`config.mk`:
```
export PLATFORM = sky130hd
export DESIGN_NAME = dss_front
export DESIGN_NICKNAME = d
export VERILOG_FILES = /design/src/rtl/dss_pkg.sv /design/src/rtl/dss_front.sv
export SDC_FILE = /design/constraint.sdc
export NUM_CORES = 1
export LEC_CHECK = 0
export BUFFER_PORTS_ARGS = -buffer_cell sky130_fd_sc_hd__buf_2
export CORE_MARGIN = 4
export CORE_UTILIZATION = 46
export DETAILED_ROUTE_END_ITERATION = 6
export HOLD_SLACK_MARGIN = 0.15
export PLACE_DENSITY = 0.72
export SYNTH_ARGS = -nofsm -noshare
export SYNTH_HDL_FRONTEND = slang
export SYNTH_SLANG_ARGS = --single-unit
```
`constraint.sdc`:
```
create_clock -name clk -period 5.8 [get_ports clk]
set_input_delay 1.16 -clock clk [delete_from_list [all_inputs] [get_ports clk]]
set_output_delay 1.16 -clock clk [all_outputs]
set_load 0.02 [all_outputs]
```
`src/rtl/dss_pkg.sv`:
```
`timescale 1ns / 1ps
// ----------------------------------------------------------------------------
// dss_pkg: shared types and constants for dominant_screen_select
// Sizes of the screen table, coordinate widths, action and register codes,
// and the structs that travel between the pipeline stages.
// ----------------------------------------------------------------------------
package dss_pkg;

  localparam int MAX_SCREENS = 8;
  localparam int COORD_BITS  = 16;
  localparam int SIZE_BITS   = COORD_BITS - 1;
  localparam int CNT_W       = 4;
  localparam int OUT_IDX_W   = 3;
  localparam int IDX_W       = (MAX_SCREENS > 1) ? $clog2(MAX_SCREENS) : 1;
  localparam int LANES       = 1 << IDX_W;
  localparam int LVL         = IDX_W;
  // Two extra bits hold a coordinate plus a size and the difference of two such sums.
  localparam int EXT_W       = COORD_BITS + 2;
  localparam int AREA_W      = 2 * SIZE_BITS;

  typedef logic signed [EXT_W-1:0]  ext_t;
  typedef logic [IDX_W-1:0]         idx_t;
  typedef logic [SIZE_BITS-1:0]     size_t;
  typedef logic [AREA_W-1:0]        area_t;
  typedef logic [OUT_IDX_W-1:0]     sidx_t;

  typedef enum logic [1:0] {
    ACT_LOAD  = 2'd0,
    ACT_POINT = 2'd1,
    ACT_RECT  = 2'd2
  } action_t;

  typedef enum logic [1:0] {
    REG_SCREEN_COUNT = 2'd0,
    REG_ROOT_WIDTH   = 2'd1,
    REG_ROOT_HEIGHT  = 2'd2
  } cfg_reg_t;

  typedef struct packed {
    logic [CNT_W-1:0] screen_count;
    size_t            root_width;
    size_t            root_height;
  } dss_cfg_t;

  // Query beat marker: valid and whether it is a rectangle query.
  typedef struct packed {
    logic vld;
    logic rect;
  } dss_side_t;

  typedef struct packed {
    idx_t  idx;
    ext_t  x0;
    ext_t  y0;
    ext_t  x1;
    ext_t  y1;
    ext_t  px;
    ext_t  py;
    size_t w;
    size_t h;
  } dss_s1_t;

endpackage

```
`src/rtl/dss_front.sv`:
```
`timescale 1ns / 1ps
// ----------------------------------------------------------------------------
// dss_front: input stage
// Registers an accepted beat, forms the rectangle edges and the clamped
// lookup point (the point itself or the rectangle midpoint).
// ----------------------------------------------------------------------------
module dss_front (
  input  logic                           clk,
  input  logic                           rst_n,
  input  logic                           accept,
  input  dss_pkg::dss_cfg_t              cfg,
  input  logic [1:0]                     in_action,
  input  logic [2:0]                     in_entry_index,
  input  logic [dss_pkg::COORD_BITS-1:0] in_pos_x,
  input  logic [dss_pkg::COORD_BITS-1:0] in_pos_y,
  input  dss_pkg::size_t                 in_rect_width,
  input  dss_pkg::size_t                 in_rect_height,
  output dss_pkg::dss_side_t             s1_side,
  output logic                           s1_load,
  output dss_pkg::dss_s1_t               s1_data
);

  function automatic dss_pkg::ext_t clamp(input dss_pkg::ext_t v, input dss_pkg::size_t bound);
    dss_pkg::ext_t lim;
    dss_pkg::ext_t t;
    lim = dss_pkg::ext_t'(bound) - dss_pkg::ext_t'(1);
    t   = (v < dss_pkg::ext_t'(0)) ? dss_pkg::ext_t'(0) : v;
    return (t > lim) ? lim : t;
  endfunction

  dss_pkg::dss_side_t s1_side_r, s1_side_nxt;
  logic               s1_load_r, s1_load_nxt;
  dss_pkg::dss_s1_t   s1_data_r, s1_data_nxt;

  dss_pkg::ext_t x_e, y_e, qx, qy;
  logic          is_point, is_rect, is_load;

  always_comb begin
    x_e      = dss_pkg::ext_t'($signed(in_pos_x));
    y_e      = dss_pkg::ext_t'($signed(in_pos_y));
    is_load  = (in_action == dss_pkg::ACT_LOAD);
    is_point = (in_action == dss_pkg::ACT_POINT);
    is_rect  = (in_action == dss_pkg::ACT_RECT);
    // A rectangle query looks up its midpoint if nothing overlaps it.
    qx = is_rect ? x_e + dss_pkg::ext_t'(in_rect_width >> 1) : x_e;
    qy = is_rect ? y_e + dss_pkg::ext_t'(in_rect_height >> 1) : y_e;

    s1_side_nxt.vld  = accept && (is_point || is_rect);
    s1_side_nxt.rect = is_rect;
    s1_load_nxt      = accept && is_load && (int'(in_entry_index) < dss_pkg::MAX_SCREENS);

    s1_data_nxt.idx = dss_pkg::idx_t'(in_entry_index);
    s1_data_nxt.x0  = x_e;
    s1_data_nxt.y0  = y_e;
    s1_data_nxt.x1  = x_e + dss_pkg::ext_t'(in_rect_width);
    s1_data_nxt.y1  = y_e + dss_pkg::ext_t'(in_rect_height);
    s1_data_nxt.px  = clamp(qx, cfg.root_width);
    s1_data_nxt.py  = clamp(qy, cfg.root_height);
    s1_data_nxt.w   = in_rect_width;
    s1_data_nxt.h   = in_rect_height;
  end

  always_ff @(posedge clk) begin
    if (!rst_n) begin
      s1_side_r <= '0;
      s1_load_r <= 1'b0;
    end else begin
      s1_side_r <= s1_side_nxt;
      s1_load_r <= s1_load_nxt;
    end
  end

  always_ff @(posedge clk) begin
    s1_data_r <= s1_data_nxt;
  end

  assign s1_side = s1_side_r;
  assign s1_load = s1_load_r;
  assign s1_data = s1_data_r;

endmodule

```
==> results.json <==
{
  "status": "finished, final reports clean",
  "root_buffer": "clkbuf_16",
  "rsz0062_at_grt": "no",
  "grt_use_total_pct": 21.1,
  "grt_start_max_net_pins": 26,
  "crit_path_start": "in_pos_x[7]",
  "synth_area_um2": 7790,
  "synth_warnings": 0,
  "setup_tns_ns": 0,
  "vias_per_cell": 5.29,
  "ir_drop_mv": 0.204,
  "cts.path.max_buffers": 2,
  "synth_top_family_by_area": "compound AO/OA/AOI/OAI gates",
  "crit_cells": 16,
  "powerDensity_nw_per_um2": 315,
  "slew_headroom_pct": 51.2,
  "p_total_mw": 3.10,
  "fin_crit_sh_pct": 86.8,
  "layoutNonFillerInstCount": 1336,
  "post_dp_cell_area_um2": 9220,
  "vias": 7068,
  "synth_compound_gate_area_share_pct": 19.7,
  "setup_viol": 0,
  "cts-hold-fix-buffers": 0,
  "grt-ovfl-total": 0,
  "cp.arrival_ns": 5.35,
  "die_w_um": 138,
  "hold_violations": 0,
  "start_util_pct": 47.0,
  "yosys-top-cells-count": "136 x dfxtp_1, 94 x ha_1, 76 x nor2_1",
  "drc": 0,
  "cp_max_fo": 13,
  "max_stage_delay_ns": 0.47,
  "area_growth_pct": 26.5,
  "fmax_mhz": 199,
  "dp_hpwl_um": 16100,
  "clkTransAtPathRegs_ns": 0.06,
  "cts_setup_buffers": 0,
  "timing.critical_path.buf_inv": 2,
  "synth.most_common_cell": "dfxtp_1",
  "synth_fa_ha_area_share_pct": 16.1,
  "synthFlopType": "dfxtp_1",
  "first_global_vias": 7120,
  "h-tree-depth": 4,
  "syn_nets": 1057,
  "final_layout_size_suffix_gt1_share_pct": 28.2,
  "globalplace.congestion": 0.883,
  "synth-edff-count": 0,
  "fin_crit_ns": 5.03,
  "yosys-top-cells-area": "dfxtp_1 35%, ha_1 15%, xnor2_1 5.7%",
  "routedWlPerCell_um": 15.1,
  "dp.cells": 1303,
  "worstMarginPinSlew_ns": 0.722,
  "synthCells": 855,
  "ys_seq_area_share_pct": 34.9,
  "rows": 47,
  "avgSynthCellArea_um2": 9.12,
  "yosysTopAreaCell": "dfxtp_1",
  "async_flop_share_pct": 0,
  "drt_iter0_drc": 307,
  "grt_pass1_wl_um": 33500,
  "critPathRequiredTime_ns": 6.12,
  "p_leak_nw": 4.66,
  "ys_seq_elements": 136,
  "port_buffers": 243,
  "cp-endpoint": "s1_data[54]",
  "cap_violations": 0,
  "antenna_found_initial": 1,
  "synth-simple-area-share_pct": 14.6,
  "path_delay_family": "compound AO/OA/AOI/OAI gates",
  "numCtsBuffers": 17,
  "cp_slowest_cell": "o41ai_1",
  "drt_wl_total_um": 20200,
  "design_area_um2": 9860,
  "core-area_um2": 16600,
  "yosys-mux-area-fraction_pct": 3.05,
  "holdCritPathClass": "primary input to flop",
  "netlist-cell-type-count": 63,
  "cts_tree": "built",
  "synth_xor_area_share_pct": 7.87,
  "io-pin-count": 248,
  "drv_slew": 0,
  "dieArea_um2": 19100,
  "die_h_um": 138,
  "worstSetupStartpointType": "primary input",
  "nets": 1304,
  "yosys.area.top_type_share_pct": 34.9,
  "cts_resized": 0,
  "crit_chain": "buf_2 -> ha_1 -> nand4_1 -> o41ai_1 -> a31oi_1 -> o31ai_4 -> a31oi_1 -> buf_4 -> a211oi_1 -> ha_1 -> and4_1 -> a221o_1 -> a211o_1 -> nand3_1 -> nand2_1 -> o21a_1",
  "cts_sinks": 136,
  "firstDrtPassIters": 5,
  "worst_setup_path_end_kind": "flop",
  "postRouteAntennaNets": 0,
  "critPathKind": "primary input to flop"
}
## cell families (layout without fill, tap and decap cells)
| family | count (synthesis) | count (layout) |
|---|---|---|
| DFF | 136 | 136 |
| muxes | 23 | 23 |
| other | 0 | 1 |
| adders and majority gates | 98 | 98 |
| and+or+nand+nor | 237 | 237 |
| xor gates and xnor gates | 70 | 70 |
| AOI/OAI and AO/OA | 228 | 228 |
| buffers and inverters | 63 | 323 |
## metrics by stage
| stage | setup slack, ns | hold WS (ns) | util [%] |
|---|---|---|---|
| 2_1_floorplan | 0.780 | 1.19 | - |
| 6_report | 0.767 | 0.841 | 59.4 |
| 3_5_place_dp | 0.384 | 1.27 | 55.6 |
| 5_1_grt | 0.470 | 0.825 | 59.4 |
| 3_3_place_gp | 0.423 | 1.26 | 55.6 |
| 4_1_cts | 0.818 | 0.819 | 59.4 |
## registers in the layout (all words and copies together), names as in the netlist
signal,count
s1_data,133
s1_load,1
s1_side,2
## where the power goes
| group | internal, mW | switching [mW] | total, mW | leakage [nW] |
|---|---|---|---|---|
| logic | 0.339 | 0.522 | 0.861 | 3.22 |
| clock network | 0.736 | 0.430 | 1.17 | 0.301 |
| registers | 1.05 | 0.0291 | 1.08 | 1.14 |
## how the worst min path moves through the flow
stage	endpoint	cells past startpoint	slack [ns]	startpoint
final	s1_data[139]	1	0.84	in_entry_index[1]
after global routing	s1_data[138]	1	0.82	in_entry_index[0]
after CTS	s1_data[139]	1	0.82	in_entry_index[1]
after detailed placement	s1_data[139]	1	1.27	in_entry_index[1]
after global placement	s1_data[139]	1	1.26	in_entry_index[1]
after floorplan	s1_data[0]	0	1.19	in_rect_height[0]
## routing by layer
layer | share of wire [%] | global-route usage [%] | up-vias
met2 | 50 | 39.0 | 260
li1 | - | - | 3571
met1 | 41 | 23.4 | 3198
met3 | 6.0 | 4.77 | 39
met4 | 2.5 | 8.74 | 0
met5 | 0 | 0 | -
## cell usage in the layout, fill, tap and decap left out, types with 19 or more instances in the layout
cell type / instances
dfxtp_1: 136
xor2_1: 19
nand2_1: 62
inv_1: 35
o21ai_0: 45
ha_1: 93
o21a_1: 29
nor2_1: 76
xnor2_1: 51
buf_2: 243
a21oi_1: 52
## layout make-up
cell class              instances  area (µm²)
well taps                     220         275
clock buffers                  19         443
fillers                      1485        6730
flip-flops and latches        136        2720
clock inverters                13         191
inverters                      36         135
repair buffers                255        1310
diodes                          1        2.50
multi-input cells             656        4780
Power figures use the tool's default switching activity.
